[config.mk]
export PLATFORM = sky130hd
export DESIGN_NAME = vmau_merge
export DESIGN_NICKNAME = d
export VERILOG_FILES = /design/src/design/vmau_pkg.sv /design/src/design/vmau_merge.sv
export SDC_FILE = /design/constraint.sdc
export NUM_CORES = 1
export LEC_CHECK = 0
export ABC_AREA = 1
export BUFFER_PORTS_ARGS = -buffer_cell sky130_fd_sc_hd__buf_2
export CAP_MARGIN = 20
export CORE_AREA = 5 5 408 410
export DETAILED_ROUTE_END_ITERATION = 7
export DIE_AREA = 0 0 413 415
export GPL_ROUTABILITY_DRIVEN = 0
export GPL_TIMING_DRIVEN = 0
export PLACE_DENSITY_LB_ADDON = 0.12
export SETUP_SLACK_MARGIN = 0.3
export SYNTH_ARGS = -nofsm -noshare
export SYNTH_HDL_FRONTEND = slang
export SYNTH_SLANG_ARGS = --single-unit
[constraint.sdc]
create_clock -name clk_i -period 0.8 [get_ports clk_i]
set_input_delay 0.12 -clock clk_i [delete_from_list [all_inputs] [get_ports clk_i]]
set_output_delay 0.12 -clock clk_i [all_outputs]
set_load 0.005 [all_outputs]
[src/design/vmau_pkg.sv]
package vmau_pkg;

  localparam int unsigned Lanes    = 8;
  localparam int unsigned LaneW    = 16;
  localparam int unsigned AccW     = 48;
  localparam int unsigned ProdW    = 2 * (LaneW + 1);
  localparam int unsigned OpW      = 6;
  localparam int unsigned ElemW    = 4;
  localparam int unsigned DestW    = 5;
  localparam int unsigned InDataW  = 272;
  localparam int unsigned OutDataW = 520;

  // product kind, op[2:0]
  localparam logic [2:0] KIND_FRAC  = 3'd0;
  localparam logic [2:0] KIND_LOW   = 3'd4;
  localparam logic [2:0] KIND_MID_S = 3'd5;
  localparam logic [2:0] KIND_MID_U = 3'd6;
  localparam logic [2:0] KIND_HIGH  = 3'd7;

  localparam logic [AccW-1:0] FRAC_ROUND = 48'h0000_0000_8000;

  typedef struct packed {
    logic       ok;
    logic       acc_mode;
    logic [2:0] kind;
  } lane_ctrl_t;

  function automatic lane_ctrl_t decode_op(input logic [OpW-1:0] op);
    lane_ctrl_t c;
    c.kind     = op[2:0];
    c.acc_mode = op[3];
    c.ok       = (op[5:4] == 2'b00) && ((op[2:0] == KIND_FRAC) || op[2]);
    return c;
  endfunction

  // source lane of the second operand for lane i
  function automatic logic [2:0] pick_lane(input logic [ElemW-1:0] e, input logic [2:0] i);
    logic [2:0] sel;
    if (e < 4'd2) begin
      sel = i;
    end else if (e == 4'd2) begin
      sel = {i[2:1], 1'b0};
    end else if (e == 4'd3) begin
      sel = {i[2:1], 1'b1};
    end else if (e < 4'd8) begin
      sel = {i[2], e[1:0]};
    end else begin
      sel = e[2:0];
    end
    return sel;
  endfunction

endpackage

[src/design/vmau_merge.sv]
module vmau_merge (
  input  logic                                                  clk_i,
  input  logic                                                  rst_ni,
  input  logic                                                  commit_i,
  input  logic [vmau_pkg::Lanes-1:0][vmau_pkg::LaneW-1:0]       res_i,
  input  logic [vmau_pkg::Lanes-1:0][vmau_pkg::AccW-1:0]        acc_i,
  input  logic                                                  ok_i,
  input  logic [vmau_pkg::DestW-1:0]                            dest_i,
  output logic                                                  adv_o,
  output logic                                                  m_axis_tvalid_o,
  input  logic                                                  m_axis_tready_i,
  output logic [vmau_pkg::OutDataW-1:0]                         m_axis_tdata_o
);

  logic                                                  valid_d, valid_q;
  logic [vmau_pkg::OutDataW-1:0]                         data_d, data_q;
  logic [vmau_pkg::Lanes-1:0][vmau_pkg::LaneW-1:0]       acc_lo, acc_mid, acc_hi;

  always_comb begin
    for (int i = 0; i < vmau_pkg::Lanes; i++) begin
      acc_lo[i]  = acc_i[i][15:0];
      acc_mid[i] = acc_i[i][31:16];
      acc_hi[i]  = acc_i[i][47:32];
    end
    data_d = {2'b00, acc_hi, acc_mid, acc_lo, dest_i, ok_i, res_i};
  end

  assign adv_o   = !valid_q || m_axis_tready_i;
  assign valid_d = commit_i || (valid_q && !m_axis_tready_i);

  always_ff @(posedge clk_i or negedge rst_ni) begin
    if (!rst_ni) begin
      valid_q <= 1'b0;
    end else begin
      valid_q <= valid_d;
    end
  end

  always_ff @(posedge clk_i) begin
    if (commit_i) begin
      data_q <= data_d;
    end
  end

  assign m_axis_tvalid_o = valid_q;
  assign m_axis_tdata_o  = data_q;

endmodule

==> results of run 1 <==
[routing by layer]
layer / track usage (%) / wire length, um
met1: 9.58 / 30000
met2: 16.4 / 42500
met3: 3.36 / 7050
met4: 3.14 / 2610
met5: 0 / 0
[layout make-up]
| class | count | area share, % |
|---|---|---|
| flip-flops and latches | 519 | 48.2 |
| repair buffers | 1604 | 36.4 |
| well taps | 2175 | 8.43 |
| clock buffers | 95 | 6.14 |
| clock inverters | 33 | 0.663 |
| multi-input cells | 4 | 0.0620 |
| plain buffers | 2 | 0.0465 |
| diodes | 5 | 0.0387 |
| inverters | 2 | 0.0232 |
[per-stage QoR]
stage	worst slack, ns	TNS [ns]	area (um^2)	power, mW
after floorplan	0.190	0	15600	33.8
after detailed placement	-1.86	-548.08	23700	38.8
final	-0.822	-239.70	32300	71.5
after global placement	-9.17	-4642.42	23600	38.6
after global routing	-0.987	-295.51	32300	75.0
after CTS	-0.994	-296.17	31900	73.3
[synthesized netlist by cell type (all sizes together)]
library cell / count
edfxtp: 518
buf: 2
inv: 2
nand2: 2
conb: 1
dfrtp: 1
[tightest hold or removal path, stage by stage]
cell	delay [ns]
buf_2	0.08
inv_1	0.04
nand2_2	0.08
buf_6	0.09
nand2_2	0.03
[flip-flops by register name, indices dropped and copies added (netlist names)]
name / flops
m_axis_tdata_o: 518
m_axis_tvalid_o: 1
[report_power, final]
part           switching, mW  internal, mW
registers              0.715          32.3
logic                   3.47          4.61
clock network           12.7          17.7
total                   16.8          54.7
[layout by cell type (no fill, tap or decap)]
cell,instances
buf_12,5
buf_16,18
buf_2,985
buf_4,9
buf_6,56
buf_8,3
bufbuf_16,4
bufinv_16,1
clkbuf_1,18
clkbuf_16,82
clkbuf_8,1
clkinv_1,16
clkinv_2,5
clkinv_4,5
clkinv_8,1
clkinvlp_4,4
conb_1,2
dfrtp_1,1
diode_2,5
dlygate4sd3_1,519
dlymetal6s4s_1,1
edfxtp_1,518
inv_1,2
inv_6,1
nand2_2,2
[what timing repair did]
action	CTS	global route
gates cloned	16	8
gates resized for setup	86	36
hold endpoints to repair	620	101
setup endpoints to repair	976	687
buffers inserted	9	5
pin swaps	1	1
[cells by family (layout without fill, tap and decap cells)]
group / Yosys count / after routing / share of synthesized area [%]
DFF: 519 / 519 / 99.8
buffers and inverters: 4 / 1736 / 0.144
and+or+nand+nor: 2 / 2 / 0.0801
other: 1 / 7 / 0.0240
[path summary, 6_finish.rpt]
kind	startpoint	endpoint	cells past startpoint
hold reg to reg	m_axis_tvalid_o$_DFF_PN0_	m_axis_tvalid_o$_DFF_PN0_	3
max in group asynchronous	rst_ni	m_axis_tvalid_o$_DFF_PN0_	3
hold / removal	m_axis_tready_i	m_axis_tvalid_o$_DFF_PN0_	5
min in group asynchronous	rst_ni	m_axis_tvalid_o$_DFF_PN0_	3
setup / recovery	m_axis_tdata_o[292]$_DFFE_PP_	m_axis_tdata_o[292]	1
setup reg to reg	m_axis_tvalid_o$_DFF_PN0_	m_axis_tvalid_o$_DFF_PN0_	3
==> impl_results.md, run 1 <==
* Largest net degree at the start of global routing at 46
* Hold Path Class: in -> reg
* CP startpoint kind: register
* Wirelength per Cell at 18.5 um
* Port Buf Inserts at 1041
* Share of post-route cells with drive strength above 1 at between 50% and 60%
* CTS H-tree depth at 3
* Register Area at about 0.016 mm^2
* Residual DRC count at 0
* Worst hold slack at -0.169 ns
* FF-to-FF setup slack at 0.10 ns
* Outcome: finished, violations left
* Top cell type's share of synthesized area at ~100%
* Vias in the first global route at 13964
* Clock-pin slew on the worst setup and hold paths at ~0.060 ns
* GRT Resource Usage Total at 9.05%
* Antenna Nets Post-Route at 0
* Clk buf depth at 3
* Minimum clock period at 1.62 ns
* Worst Path Required at approximately 0.7 ns
* Multi-input logic area at about 20 um^2
* Clk_lat worst skew at 0.64 ns
* Post-layout nets at about 2700
* Max Freq at between 600 and 700 MHz
* Initial Util at 9.64%
* Cell Chain, Critical Path: buf_6
* Slowest cell on crit path: edfxtp_1
* Clk root buf: clkbuf_16
* Synthesized cell area at around 0.016 mm^2
* Power Dens Cells at 2220 mW/mm^2
* RSZ-0062 raised after global routing: yes
* Slew Viols, Final at 0
* Number of fill cells at 17513
* Top cells by area, synth: edfxtp_1 (100%), dfrtp_1 (0.16%), buf_4 (0.096%)
* Slowest stage delay, CP at 0.67 ns
* Sink Count at around 520
* Clk_skew at 0 ns
* Relative slew margins at 65.0%
* Number of synthesized register bits at about 520
* Mean Syn Cell Area at between 20 and 30 um^2
* DRT Pass-1 Iters at 4
* Placed Instances at 3748
* Die Y at 415 um
* Final Cycle Share at 203%
* Hold-fix buffers, CTS at 520
* Vias/cell at 2.76
* Area of the die at between 0.15 and 0.2 mm^2
* CTS tree: built
* 1st-iter DRT viols at 536
* Area leader, netlist: edfxtp_1
* Die Wd at 413 um
* Core Util, Final at 19.9%
* Max cap viols at 0
* Endpoint class of the critical path: primary output
* Total grt overflow at 0
* Cells after synthesis at 526
* Syn. warnings at 0
* Routed WL at 82.2 mm
* Layout Cells excl Fill at approximately 4400
* DR vias at 12241
* Failing checks: hold timing, setup timing
* First-pass GRT wire length at 108 mm
* Post-synthesis sequential area ratio at 99.8%
* Crit path kind: reg -> out
* # IOs at 1044
* Antenna violations before repair at 15
* CTS Buf Count at ~70
* Final setup viols at 520
* CP Buf/Inv Count at 1
* Critical path's top delay family: flip-flops
* CP arrival at 1.50 ns
* CP Max Fanout at 1
* Slew @ Worst Pin at 0.525 ns
* VDD IR max at 1.65 mV
* Pleak at 13.0 nW
* Final setup margin at -0.822 ns
* Final Hold Viols at 54
* Area Growth Syn to Fin at 107%
* Post-DP HPWL at 61.4 mm
* Netlist cell types at 6
* Row count at about 150
* Core box area at ~0.16 mm^2
Note: power is estimated with default switching activity, not from simulation.
==> run 2, diff against run 1 <==
Settings changed: ABC_AREA 1 to 0.
==> run 2 against run 1 <==
Effect of this change: the run still ends with hold timing, setup timing left; global-route usage up 0.40 points; core utilization up 0.10 points; final cell count is 0.14% higher; setup slack better by 0.20 ns; synthesized area is essentially flat; critical endpoint is now m_axis_tdata_o[156]; highest routed layer is now met5.
==> impl_results.md, run 2 <==
* First-pass GRT wire length at between 100 and 150 mm
* Setup TNS at -239.55 ns
* Routed WL at about 86 mm
* Outcome: finished, violations left
* Combinational share of power at a little under an eighth
* Register share of total power at 45.5%
* Clk root buf: clkbuf_16
* CP arrival at around 1.3 ns
* Crit path depth at 1
* Clock-pin slew on the worst setup and hold paths at around 0.060 ns
* Layout Cells excl Fill at 4445
* Core box area at 0.162 mm^2
* Largest register FFs at about 520
* CP Launch Point: m_axis_tdata_o[156]$_DFFE_PP_
* Slew Viols, Final at 0
* CTS H-tree depth at 3
* Final Hold Viols at 11
* Cells after synthesis at 524
* Hold path start: commit_i
* Failing checks: hold timing, setup timing
* Register Area at 0.0156 mm^2
* Synthesized cell area at around 0.016 mm^2
* VDD IR max at 1.60 mV
* Mean Syn Cell Area at 29.8 um^2
* CTS tree: built
* Worst hold slack at -0.135 ns
* Crit path kind: reg -> out
* Area leader, netlist: edfxtp_1
* Share of post-route cells with drive strength above 1 at 52.9%
* Residual DRC count at 0
* Total grt overflow at 0
* Post-DP HPWL at approximately 64 mm
* Die Wd at 413 um
* CTS Buf Count at 71
* Max cap viols at 0
* Clk buf depth at 3
* Power share of the clock group at 43.2%
* Placed Area at 0.0237 mm^2
* Antenna Nets Post-Route at 0
* Slowest stage delay, CP at 0.48 ns
* Clk_lat worst skew at 0.62 ns
* RSZ-0062 raised after global routing: yes
* CP Buf/Inv Count at 1
* CP Max Fanout at 1
* Worst R2R Start: m_axis_tvalid_o$_DFF_PN0_
* Netlist cell types at 6
* DRT Pass-1 Iters at 4
* Antenna violations before repair at 37
* 1st-iter DRT viols at 453
* Post-synthesis sequential area ratio at 99.7%
* CP startpoint kind: register
* Vias in the first global route at 14026
* Power Dens Cells at about 2200 mW/mm^2
* Area Growth Syn to Fin at 108%
* Hold Path Class: in -> reg
* Number of fill cells at 17560
* Endpoint class of the critical path: primary output
* Final setup viols at 520
* Largest net degree at the start of global routing at 55
* GRT Resource Usage Total at 9.45%
* Total chip power at approximately 72 mW
* Placed Instances at between 3000 and 4000
* Syn. warnings at 0
* Multi-input logic area at 30.0 um^2
* Pint at 55.3 mW
* # IOs at 1044
* Top cells by area, synth: edfxtp_1 (100%), dfrtp_1 (0.16%), buf_4 (0.096%)
* Switching Share at 23.7%
* Critical path's top delay family: flip-flops
* Worst Path Required at slightly below 0.7 ns
* Sink Count at 519
* Area of the die at 0.171 mm^2
* Top cells by count, synth: edfxtp_1 (518), buf_4 (2)
* Most common cell after layout, fill and taps aside: buf_2
* Hold-fix buffers, CTS at 520
* Slowest cell on crit path: edfxtp_1
* Top cell type's share of synthesized area at between 90 and 100%
* Finished layout cell area at ~0.032 mm^2
* Fraction of registers with async set or reset after synthesis at less than 1%
* Synth Flop Type: edfxtp_1
* Number of synthesized register bits at 519
* Port Buf Inserts at 1041
* R2R cell count at 3
* Cell Chain, Critical Path: buf_2
* Final setup margin at -0.622 ns
* Sw Pwr at ~17 mW
* Number of stages on the worst hold path at 1
* Row count at 148
* Die Y at 415 um
* Post-synth EDFFs at 518
* DR vias at 12239
* Count leader, synth: edfxtp_1
* Max Freq at ~700 MHz
* Pleak at 13.1 nW
* Final Cycle Share at 178%
* Clk_skew at 0 ns
* Most frequent cells in the layout: buf_2 (983), dlygate4sd3_1 (520), edfxtp_1 (518)
* Minimum clock period at ~1.4 ns
* Vias/cell at between 2 and 3
* Initial Util at 9.64%
* Post-layout nets at 2725
* Wirelength per Cell at 19.3 um
run 2: changes by cell type in the layout (fill, tap and decap cells not counted), sizes merged, moves of 2 or more:
cell      delta
clkinvlp     +2
nand2b       +2
bufinv       +3
nand2        -2
diode        +7
clkbuf       -7
run 2: cell families after synthesis:
group / after synthesis / share of synthesized area (%)
DFF: 519 / 99.7
and+or+nand+nor: 2 / 0.144
buffers and inverters: 2 / 0.0961
other: 1 / 0.0240
run 2: metrics by stage:
stage,util (%),setup WS (ns),hold slack (ns)
2_1_floorplan,-,0.153,-0.176
3_3_place_gp,14.5,-9.35,-0.102
3_5_place_dp,14.6,-1.45,-0.101
4_1_cts,19.8,-0.748,-0.310
5_1_grt,20.0,-0.739,-0.214
6_report,20.0,-0.622,-0.135
run 2: path summary, 6_finish.rpt:
check / endpoint / slack (ns)
min in group asynchronous: m_axis_tvalid_o$_DFF_PN0_ / 0.38
setup reg to reg: m_axis_tvalid_o$_DFF_PN0_ / 0.04
hold reg to reg: m_axis_tvalid_o$_DFF_PN0_ / 0.67
hold / removal: m_axis_tdata_o[449]$_DFFE_PP_ / -0.13
max in group asynchronous: m_axis_tvalid_o$_DFF_PN0_ / 0.31
setup / recovery: m_axis_tdata_o[156] / -0.62
run 2: power by group through the flow:
stage / Clock (mW) / Sequential, mW / Combinational (mW)
2_1_floorplan: 0 / 33.8 / 0.0195
3_3_place_gp: 0 / 33.7 / 4.92
3_5_place_dp: 0 / 33.5 / 5.32
4_1_cts: 33.2 / 33.0 / 8.34
5_1_grt: 34.2 / 33.2 / 8.90
6_report: 31.3 / 33.0 / 8.20
run 2: cell type report:
type                       instances  area share [%]
antenna                           12          0.0925
buffer                             2          0.0463
sequential                       519            48.0
timing repair buffer            1605            36.5
clock inverter                    40            1.05
clock buffer                      88            5.87
multi-input combinational          4          0.0925
tap                             2175            8.38
run 2: what timing repair did:
item                                    in CTS  in global routing
endpoints found under the setup margin     849                775
buffers inserted                             7                  6
resized for setup                           92                 47
endpoints found under the hold margin      562                 36
cloned                                      19                  7
run 2: per-layer routing:
layer  vias to the layer above  global-route usage, %  share of wire (%)
met3                       121                   4.63                 11
met2                       636                   17.2                 52
met4                         6                   3.13                2.8
met1                      5915                   9.27                 34
met5                         -                      0              0.048
li1                       5561                      -                  -
