**src/design/vmau_pkg.sv**
```systemverilog
package vmau_pkg;

  localparam int unsigned Lanes    = 8;
  localparam int unsigned LaneW    = 16;
  localparam int unsigned AccW     = 48;
  localparam int unsigned ProdW    = 2 * (LaneW + 1);
  localparam int unsigned OpW      = 6;
  localparam int unsigned ElemW    = 4;
  localparam int unsigned DestW    = 5;
  localparam int unsigned InDataW  = 272;
  localparam int unsigned OutDataW = 520;

  // product kind, op[2:0]
  localparam logic [2:0] KIND_FRAC  = 3'd0;
  localparam logic [2:0] KIND_LOW   = 3'd4;
  localparam logic [2:0] KIND_MID_S = 3'd5;
  localparam logic [2:0] KIND_MID_U = 3'd6;
  localparam logic [2:0] KIND_HIGH  = 3'd7;

  localparam logic [AccW-1:0] FRAC_ROUND = 48'h0000_0000_8000;

  typedef struct packed {
    logic       ok;
    logic       acc_mode;
    logic [2:0] kind;
  } lane_ctrl_t;

  function automatic lane_ctrl_t decode_op(input logic [OpW-1:0] op);
    lane_ctrl_t c;
    c.kind     = op[2:0];
    c.acc_mode = op[3];
    c.ok       = (op[5:4] == 2'b00) && ((op[2:0] == KIND_FRAC) || op[2]);
    return c;
  endfunction

  // source lane of the second operand for lane i
  function automatic logic [2:0] pick_lane(input logic [ElemW-1:0] e, input logic [2:0] i);
    logic [2:0] sel;
    if (e < 4'd2) begin
      sel = i;
    end else if (e == 4'd2) begin
      sel = {i[2:1], 1'b0};
    end else if (e == 4'd3) begin
      sel = {i[2:1], 1'b1};
    end else if (e < 4'd8) begin
      sel = {i[2], e[1:0]};
    end else begin
      sel = e[2:0];
    end
    return sel;
  endfunction

endpackage

```
**src/design/vmau_lane.sv**
```systemverilog
module vmau_lane (
  input  logic                             clk_i,
  input  logic                             rst_ni,
  input  logic                             load_i,
  input  logic                             commit_i,
  input  vmau_pkg::lane_ctrl_t             mul_ctrl_i,
  input  vmau_pkg::lane_ctrl_t             add_ctrl_i,
  input  logic [vmau_pkg::LaneW-1:0]       vs_i,
  input  logic [vmau_pkg::LaneW-1:0]       vt_i,
  output logic [vmau_pkg::LaneW-1:0]       res_o,
  output logic [vmau_pkg::AccW-1:0]        acc_o
);

  logic signed [vmau_pkg::LaneW:0]   mul_a, mul_b;
  logic signed [vmau_pkg::ProdW-1:0] prod_d, prod_q;
  logic [vmau_pkg::AccW-1:0]         acc_d, acc_q;
  logic [vmau_pkg::AccW-1:0]         addend, base, sum;
  logic                              in_range, signed_clamp;
  logic [vmau_pkg::LaneW-1:0]        clamped;

  always_comb begin
    mul_a = {((mul_ctrl_i.kind == vmau_pkg::KIND_LOW) ||
              (mul_ctrl_i.kind == vmau_pkg::KIND_MID_U)) ? 1'b0 : vs_i[15], vs_i};
    mul_b = {((mul_ctrl_i.kind == vmau_pkg::KIND_LOW) ||
              (mul_ctrl_i.kind == vmau_pkg::KIND_MID_S)) ? 1'b0 : vt_i[15], vt_i};
    prod_d = mul_a * mul_b;
  end

  always_ff @(posedge clk_i) begin
    if (load_i) begin
      prod_q <= prod_d;
    end
  end

  always_comb begin
    unique case (add_ctrl_i.kind)
      vmau_pkg::KIND_FRAC:  addend = {{13{prod_q[33]}}, prod_q, 1'b0};
      vmau_pkg::KIND_LOW:   addend = {32'd0, prod_q[31:16]};
      vmau_pkg::KIND_MID_S,
      vmau_pkg::KIND_MID_U: addend = {{14{prod_q[33]}}, prod_q};
      vmau_pkg::KIND_HIGH:  addend = {prod_q[31:0], 16'd0};
      default:              addend = '0;
    endcase
    if (add_ctrl_i.acc_mode) begin
      base = acc_q;
    end else if (add_ctrl_i.kind == vmau_pkg::KIND_FRAC) begin
      base = vmau_pkg::FRAC_ROUND;
    end else begin
      base = '0;
    end
    sum          = base + addend;
    in_range     = (&sum[47:31]) || (~|sum[47:31]);
    signed_clamp = (add_ctrl_i.kind != vmau_pkg::KIND_LOW) &&
                   (add_ctrl_i.kind != vmau_pkg::KIND_MID_U);
    if (signed_clamp) begin
      clamped = in_range ? sum[31:16] : (sum[47] ? 16'h8000 : 16'h7FFF);
    end else begin
      clamped = in_range ? sum[15:0] : (sum[47] ? 16'h0000 : 16'hFFFF);
    end
    acc_d = add_ctrl_i.ok ? sum : acc_q;
    res_o = add_ctrl_i.ok ? clamped : '0;
    acc_o = acc_d;
  end

  always_ff @(posedge clk_i or negedge rst_ni) begin
    if (!rst_ni) begin
      acc_q <= '0;
    end else if (commit_i) begin
      acc_q <= acc_d;
    end
  end

endmodule

```
**config.mk**
```make
export PLATFORM = sky130hd
export DESIGN_NAME = vmau_lane
export DESIGN_NICKNAME = d
export VERILOG_FILES = /design/src/design/vmau_pkg.sv /design/src/design/vmau_lane.sv
export SDC_FILE = /design/constraint.sdc
export NUM_CORES = 1
export LEC_CHECK = 0
export BUFFER_PORTS_ARGS = -buffer_cell sky130_fd_sc_hd__buf_2
export CORE_MARGIN = 2
export CORE_UTILIZATION = 55
export DETAILED_ROUTE_END_ITERATION = 12
export GPL_TIMING_DRIVEN = 1
export PLACE_DENSITY = 0.73
export SYNTH_ARGS = -nofsm -noshare
export SYNTH_HDL_FRONTEND = slang
export SYNTH_SLANG_ARGS = --single-unit
```
**constraint.sdc**
```tcl
create_clock -name clk_i -period 10.46 [get_ports clk_i]
set_clock_uncertainty 0.2 [all_clocks]
set_input_delay 1.569 -clock clk_i [delete_from_list [all_inputs] [get_ports clk_i]]
set_output_delay 1.569 -clock clk_i [all_outputs]
set_load 0.01 [all_outputs]
```
==> metrics.yaml, run 1 <==
synth:
  synthFlopType: "dfrtp_1"
  synth_area_um2: 19100
  avgSynthCellArea_um2: 8.87
  async_flop_share_pct: 58.5
  yosys.cell_types.count: 74
  synth_fp_nets: 2625
  yosysSeqAreaShare_pct: 11.7
  ys.warnings.count: 0
  netlist_instances: 2150
  yosys_register_bits: 82
  synth_edf_count: 34
grt:
  grt_pass1_wl_um: 80900
  overflow: 0
  grt_pass1_vias: 15600
  antenna_found_initial: 0
  grt.busiest_layer: "met2"
  use_met2_pct: 46.9
  grt_use_met1_pct: 38.7
  grtUsageTotal_pct: 28.0
  grt_use_met3_pct: 3.12
  grt_max_degree: 59
timing:
  fin_tns_setup_ps: 0
  relSlewSlack_pct: 20.6
  period_needed_ps: 9250
  fmax_ghz: 0.108
  maxSlewViolCount: 0
  hold_violations: 0
  rsz0062_at_grt: "no"
  setup_viol: 0
  tightest_slew_ps: 1190
  fin_crit_sh_pct: 88.4
clock_network:
  clk_path_buf_depth: 2
  numClockSinks: 82
  cts_tree: "built"
  cts_hold_buf: 0
  cts_buffers: 9
  cts_resized: 0
  cts_root_buffer: "clkbuf_16"
  cts_max_level: 3
  clk_latency_ps: 360
  clk_pin_slew_ps: 60
  cts_setup_buffers: 0
min_path:
  hp-class: "flip-flop to flip-flop"
worst_setup_path:
  worstSetupEndpointType: "output port"
  slowest_delay_ps: 590
  arrival_ps: 7480
  path_max_fanout: 25
  path_class: "input pin to output port"
  worstPathCellList: "buf_2 -> clkinv_1 -> nor2_1 -> buf_4 -> nand2_1 -> a21boi_0 -> a21o_1 -> ha_1 -> a211oi_1 -> o21a_1 -> nor2_2 -> nor3_2 -> o31a_1 -> o221ai_1 -> a311oi_1 -> o211ai_1 -> or4_4 -> o22ai_2 -> a21oi_1 -> buf_2"
  r2r_slack_ps: 5590
  crit_path_top_delay_cell: "or4_4"
  startpoint_type: "input pin"
  path_common_cell: "buf_2"
  required_ps: 8690
floorplan:
  die_h_um: 190
  dieArea_um2: 36200
  rows: 68
  die_x_um: 190
  start_util_pct: 55.5
  io_pins: 110
  core_area_um2: 34400
detailed_routing:
  firstDrtPassIters: 7
  initialDrtViolationCount: 1019
  ant_nets: 0
  routed_wl_um: 48700
  dr_total_vias: 15200
  routedWlPerCell_um: 18.5
  vias_per_cell: 5.77
  drc: 0
layout:
  num-fill-cells: 3095
  drive_gt1_share_pct: 11.0
  fin_nets: 2644
  ff_latch_area_um2: 2220
  antenna_cells: 0
  syn2layout_area_growth_pct: 5.27
  multi_input_area_um2: 15100
placement:
  port_buffers: 107
  place.gp.congestion: 0.947
  dpl.hpwl_um: 40600
run:
  drv_cap: 0
run_status:
  status: "finished, final reports clean"
-- metal layers --
layer / part of all wire, % / up-vias / wire [um]
met5: 0 / - / 0
met4: 2.4 / 0 / 1190
met3: 5.2 / 87 / 2540
met2: 47 / 487 / 23100
met1: 45 / 7570 / 21900
li1: - / 7026 / -
-- per-stage QoR --
stage               utilization, %  instance area [um2]  worst slack, ps  std cells  hold slack, ps
CTS                           58.4                20100             1290       2628             331
global route                  58.4                20100              837       2628             349
detailed placement            57.6                19800             1340       2613             317
floorplan                        -                19100             2280       2150             291
global placement              57.6                19800             1390       2613             305
finish                        58.4                20100             1210       2628             324
-- cells in the final DEF (no fill, tap or decap), drive strengths merged, types with 7 or more instances in the layout --
master    n
a21o     48
o21ai    66
and2    190
nor2     81
mux2     85
nor3     24
fa      297
a21boi   14
nand2b    8
nand3    23
nor2b     7
nand2   233
o21bai   10
xor2     23
nand4    19
clkbuf    9
nor4      7
a31oi     7
o211ai   11
buf     114
o31ai     8
and3      7
a211oi   10
mux2i    27
edfxtp   34
inv     351
a22o     31
o21a     20
xnor2    51
dfrtp    48
a21oi   101
ha      132
-- kinds of logic after synthesis --
family	after synthesis	share of synthesized area [%]
AO/OA/AOI/OAI	373	13.1
buffers and inverters	456	9.16
AND/OR/NAND/NOR	624	16.4
adder cells (fa/ha/maj)	429	39.8
XOR/XNOR	74	3.40
multiplexers	112	6.44
flip-flops	82	11.7
-- registers in the layout, summed over array words and instances (netlist names) --
register / flops
acc_q: 48
prod_q: 34
-- area by class of cell --
class / instances / share of cell area (%)
clock inverter: 6 / 0.249
clock buffer: 9 / 1.12
timing repair buffer: 114 / 2.93
inverter: 350 / 6.55
multi-input combinational: 1612 / 75.2
tap: 455 / 2.84
sequential: 82 / 11.1
-- critical path: cells and delay by family --
kind / cells / cell delay (ps)
buf+inv: 4 / 1260
compound gates: 10 / 3050
simple gates: 5 / 1270
fa+ha+maj: 1 / 290
-- Yosys cell counts, types with 14 or more instances --
master	instances	share of area (%)
nand3_1	23	0.60
edfxtp_1	34	5.4
o21ai_0	63	1.7
nor2_1	79	1.6
fa_1	297	31
ha_1	132	8.7
o21a_1	20	0.79
and2_1	189	6.2
mux2i_1	27	1.4
a22o_1	31	1.4
a21o_1	48	1.9
xnor2_1	51	2.3
a21oi_1	97	2.5
inv_1	349	6.9
nor3_1	23	0.60
nand4_1	19	0.62
clkbuf_1	86	1.7
nand2_1	232	4.6
dfrtp_1	48	6.3
a21boi_0	14	0.55
xor2_1	23	1.1
mux2_2	85	5.0
-- final timing paths --
check	from	endpoint	cells past startpoint
max	add_ctrl_i[1]	res_o[4]	20
min	acc_q[26]	acc_q[26]	1
max reg2reg	prod_q[23]	acc_q[42]	13
min reg2reg	acc_q[26]	acc_q[26]	1
max in group asynchronous	rst_ni	acc_q[42]	2
min in group asynchronous	rst_ni	acc_q[0]	2
Power of run 1 is not shown: default switching activity piles up to over one toggle a cycle in this logic, so the estimate is an artifact.
==> run 2, diff against run 1 <==
Settings changed: PLACE_DENSITY 0.73 to 0.76.
Clock period 10.46 ns to 8.35 ns, I/O delays scaled along.
==> run 2 against run 1 <==
Core utilization rose by 0.64 points; sequential share of layout area fell by 0.12 points; register-to-register slack got worse by 1800 ps; setup slack got worse by 850 ps; first-iteration DRC count rose by 11%; highest routed layer unchanged.
==> metrics.yaml, run 2 (synthesized netlist as in run 1, its figures left out) <==
clock_network:
  cts_buffers: 9
  cts_hold_buf: 0
  clk_pin_slew_ps: 60
  cts_tree: "built"
  cts_root_buffer: "clkbuf_16"
  cts_setup_buffers: 0
  clk_latency_ps: 360
  clk_path_buf_depth: 2
  numClockSinks: 82
  cts_max_level: 3
detailed_routing:
  firstDrtPassIters: 5
  dr_total_vias: 15300
  routed_wl_um: 48400
  wl_met2_um: 22900
  dr.max_layer_used: "met4"
  vias_per_cell: 5.78
  dr_wl_met3_um: 2870
  drc: 0
  initialDrtViolationCount: 1129
  ant_nets: 0
  routedWlPerCell_um: 18.2
  drt-met1-wl_um: 21300
layout:
  layout_commonest_cell: "inv_1"
  largestRegisters: "acc_q (48), prod_q (34)"
  finalNonFillerCells: 2655
  mostFrequentLayoutCells: "inv_1, fa_1, nand2_1"
  regMostFlops: "acc_q"
  largest_reg_flops: 48
  fin_nets: 2669
  drive_gt1_share_pct: 12.0
  syn2layout_area_growth_pct: 6.42
grt:
  overflow: 0
  grt_pass1_vias: 16000
  antenna_found_initial: 1
  grt_pass1_wl_um: 80800
  grtUsageTotal_pct: 27.8
  grt_max_degree: 59
worst_setup_path:
  slowest_delay_ps: 590
  path_delay_family: "simple AND/OR/NAND/NOR gates"
  startpoint_type: "input pin"
  worstPathCellList: "buf_2 -> clkinv_1 -> nor2_1 -> buf_4 -> nand2_1 -> a21boi_0 -> a21o_1 -> ha_1 -> a21oi_1 -> o21ai_0 -> a21o_1 -> o2111ai_1 -> and3_1 -> o22ai_1 -> or3_1 -> or4_1 -> or4_4 -> or4_1 -> nand3_1 -> buf_2"
  path_class: "input pin to output port"
  required_ps: 6900
  path_buf_inv: 4
  path_max_fanout: 25
  worstSetupEndpointType: "output port"
  arrival_ps: 6540
  crit_path_top_delay_cell: "or4_4"
timing:
  setup_slack_ps: 361
  period_needed_ps: 7990
  rsz0062_at_grt: "no"
  hold_violations: 0
  fmax_ghz: 0.125
  tightest_slew_ps: 1170
  relSlewSlack_pct: 22.1
  fin_tns_setup_ps: 0
  maxSlewViolCount: 0
  fin_crit_sh_pct: 95.7
  setup_viol: 0
floorplan:
  rows: 68
  core_area_um2: 34400
  start_util_pct: 55.5
  dieArea_um2: 36200
  die_x_um: 190
  die_h_um: 190
  io_pins: 110
placement:
  post-place-ws_ps: 164
  place_inst: 2638
  place.gp.congestion: 0.936
  dpl.hpwl_um: 40300
  port_buffers: 107
run:
  drv_cap: 0
min_path:
  hp-class: "flip-flop to flip-flop"
run_status:
  status: "finished, final reports clean"
[run 2: cell count changes in the layout (fill, tap and decap cells not counted), sizes merged]
cell	delta
buf	+24
clkbuf	+3
clkinv	-2
bufinv	+1
diode	+1
[run 2: worst paths after layout]
| kind | from | end | slack (ps) | cells past startpoint |
|---|---|---|---|---|
| hold reg to reg | acc_q[28] | acc_q[28] | 330 | 1 |
| setup / recovery | add_ctrl_i[1] | res_o[15] | 360 | 20 |
| max in group asynchronous | rst_ni | acc_q[33] | 6690 | 2 |
| hold / removal | acc_q[28] | acc_q[28] | 330 | 1 |
| min in group asynchronous | rst_ni | acc_q[4] | 780 | 2 |
| setup reg to reg | prod_q[16] | acc_q[44] | 3780 | 16 |
[run 2: layout make-up]
cell class	instances	area, um2
clock buffers	11	233
clock inverters	5	62.6
flip-flops and latches	82	2220
diodes	1	2.50
well taps	455	569
inverters	350	1310
multi-input cells	1612	15100
fillers	2985	14100
repair buffers	139	778
[run 2: what timing repair did]
action                                  4_1_cts  5_1_grt
endpoints found under the setup margin        0       15
gates resized for setup                       0        2
endpoints found under the hold margin         0        0
[run 2: routing by layer]
layer / up-vias / GRT usage, %
li1: 7083 / -
met1: 7597 / 37.4
met2: 572 / 47.0
met3: 95 / 3.65
met4: 0 / 8.74
met5: - / 0
[run 2: stage by stage]
stage | hold WS (ps) | area, um2 | utilization, %
2_1_floorplan | 291 | 19100 | -
3_3_place_gp | 305 | 20000 | 58.1
3_5_place_dp | 316 | 20000 | 58.1
4_1_cts | 330 | 20300 | 59.0
5_1_grt | 347 | 20300 | 59.0
6_report | 327 | 20300 | 59.0
[run 2: worst register-to-register path, cell delays in order, from the launching register on]
cell and delay [ps]:
edfxtp_1 420, nand2b_1 140, nor2_1 60, a21oi_1 150, nor2b_1 120, ha_1 250, fa_1 490, a211o_1 310
a221oi_2 380, o31ai_1 190, or3_4 380, o211a_2 200, o31ai_1 290, xor2_1 310, buf_4 190, a21oi_1 80
mux2_2 300
Power of run 2 is left out for the same reason.
==> run 3, diff against run 2 <==
Settings changed: RECOVER_POWER from default to 100.
==> run 3 against run 2 <==
The run now ends with max-capacitance violations, max-slew violations left; critical path depth is the same; highest routed layer unchanged; maximum frequency shrank 0.13%; cell area shrank 0.60%; die area is the same; final cell count is the same.
==> metrics.yaml, run 3 (synthesized netlist as in run 1, its figures left out) <==
floorplan:
  die_x_um: 190
  io_pins: 110
  die_h_um: 190
  rows: 68
  core_area_um2: 34400
  dieArea_um2: 36200
  start_util_pct: 55.5
clock_network:
  cts_tree: "built"
  cts_root_buffer: "clkbuf_16"
  cts_setup_buffers: 0
  cts_buffers: 9
  cts_resized: 0
  numClockSinks: 82
  cts_max_level: 3
  clk_pin_slew_ps: 70
  clk_path_buf_depth: 2
  cts_hold_buf: 0
  clk_latency_ps: 360
detailed_routing:
  ant_nets: 0
  drc: 0
  routed_wl_um: 48500
  initialDrtViolationCount: 1169
  routedWlPerCell_um: 18.3
  dr_total_vias: 15300
  vias_per_cell: 5.75
  firstDrtPassIters: 5
timing:
  relSlewSlack_pct: -82.5
  maxSlewViolCount: 84
  hold_violations: 0
  setup_viol: 0
  tightest_slew_ps: 2740
  fin_crit_sh_pct: 95.8
  period_needed_ps: 8000
  fmax_ghz: 0.125
  rsz0062_at_grt: "no"
  fin_tns_setup_ps: 0
layout:
  drive_gt1_share_pct: 7.73
  largestRegisters: "acc_q (48), prod_q (34)"
  fin_nets: 2669
  finalNonFillerCells: 2655
  largest_reg_flops: 48
  mostFrequentLayoutCells: "inv_1, fa_1, nand2_1"
  syn2layout_area_growth_pct: 5.77
  regMostFlops: "acc_q"
  layout_commonest_cell: "inv_1"
worst_setup_path:
  r2r_slack_ps: 3660
  startpoint_type: "input pin"
  crit_path_top_delay_cell: "a211oi_1"
  rr_endpoint: "acc_q[44]"
  reg2reg_depth: 16
  reg2reg_from: "prod_q[16]"
  path_max_fanout: 27
  path_class: "input pin to output port"
  critPathLaunch: "add_ctrl_i[0]"
  worstPathCellList: "clkbuf_4 -> nand2b_1 -> nor2_1 -> a21oi_1 -> nor2b_1 -> ha_1 -> fa_1 -> a211o_1 -> a221oi_2 -> o31ai_1 -> or3_1 -> a21o_1 -> a211oi_1 -> nand4_1 -> nor4_1 -> nand4_1 -> o22ai_1 -> buf_4 -> a21oi_1 -> clkbuf_1"
  arrival_ps: 6550
  worstSetupEndpointType: "output port"
  slowest_delay_ps: 550
  required_ps: 6900
grt:
  antenna_found_initial: 0
  grtUsageTotal_pct: 27.8
  overflow: 0
  grt_max_degree: 59
  grt_use_met3_pct: 3.65
  grt_pass1_vias: 16000
  grt_pass1_wl_um: 80800
  grt_use_met1_pct: 37.4
  use_met2_pct: 47.0
  grt.busiest_layer: "met2"
min_path:
  min_to: "acc_q[9]"
  hp-class: "flip-flop to flip-flop"
  hold_path_depth: 1
  min_from: "acc_q[9]"
run_status:
  violations: "max-capacitance violations, max-slew violations"
  status: "finished, violations left"
placement:
  dpl.hpwl_um: 40300
  place_inst: 2638
  place.gp.congestion: 0.936
  port_buffers: 107
run:
  drv_cap: 2
## run 3: cell types whose count changed in the layout (fill, tap and decap cells not counted), moves of 2 or more
cell,delta
clkbuf_1,+68
buf_2,-61
mux2_1,+22
mux2_2,-22
buf_4,-9
and2_0,+5
and2_1,-5
clkbuf_2,+2
## run 3: routing by layer
layer,vias to the layer above,share of wire (%)
met4,0,2.6
met1,7581,44
met5,-,0
met2,530,47
li1,7077,-
met3,86,5.9
## run 3: how the worst max path moves through the flow
stage                       endpoint  slack, ps  depth (start not counted)
after detailed placement   res_o[14]        160                         19
after CTS                  res_o[14]        130                         19
after global placement      res_o[1]        350                         19
after global routing       res_o[15]         30                         20
after floorplan           prod_q[33]        660                         26
final                      res_o[14]        350                         20
## run 3: area by class of cell
type | instances | area, um2
Multi-Input combinational cell | 1612 | 15100
Fill cell | 3022 | 14200
Clock inverter | 5 | 62.6
Sequential cell | 82 | 2220
Tap cell | 455 | 569
Timing Repair Buffer | 139 | 671
Inverter | 350 | 1310
Antenna cell | 1 | 2.50
Clock buffer | 11 | 233
## run 3: worst max-delay path: cells and delay by family
kind	cells	cell delay [ps]
AO/OA/AOI/OAI	8	2180
adder cells (fa/ha/maj)	2	740
buffers and inverters	3	760
AND/OR/NAND/NOR	7	1580
## run 3: stage by stage
stage | hold WS [ps] | setup WS (ps) | util [%] | area (um2)
2_1_floorplan | 291 | 659 | - | 19100
3_3_place_gp | 305 | 350 | 58.1 | 20000
3_5_place_dp | 316 | 164 | 58.1 | 20000
4_1_cts | 330 | 135 | 59.0 | 20300
5_1_grt | 343 | 30.6 | 58.7 | 20200
6_report | 325 | 351 | 58.7 | 20200
Power of run 3 is left out for the same reason.
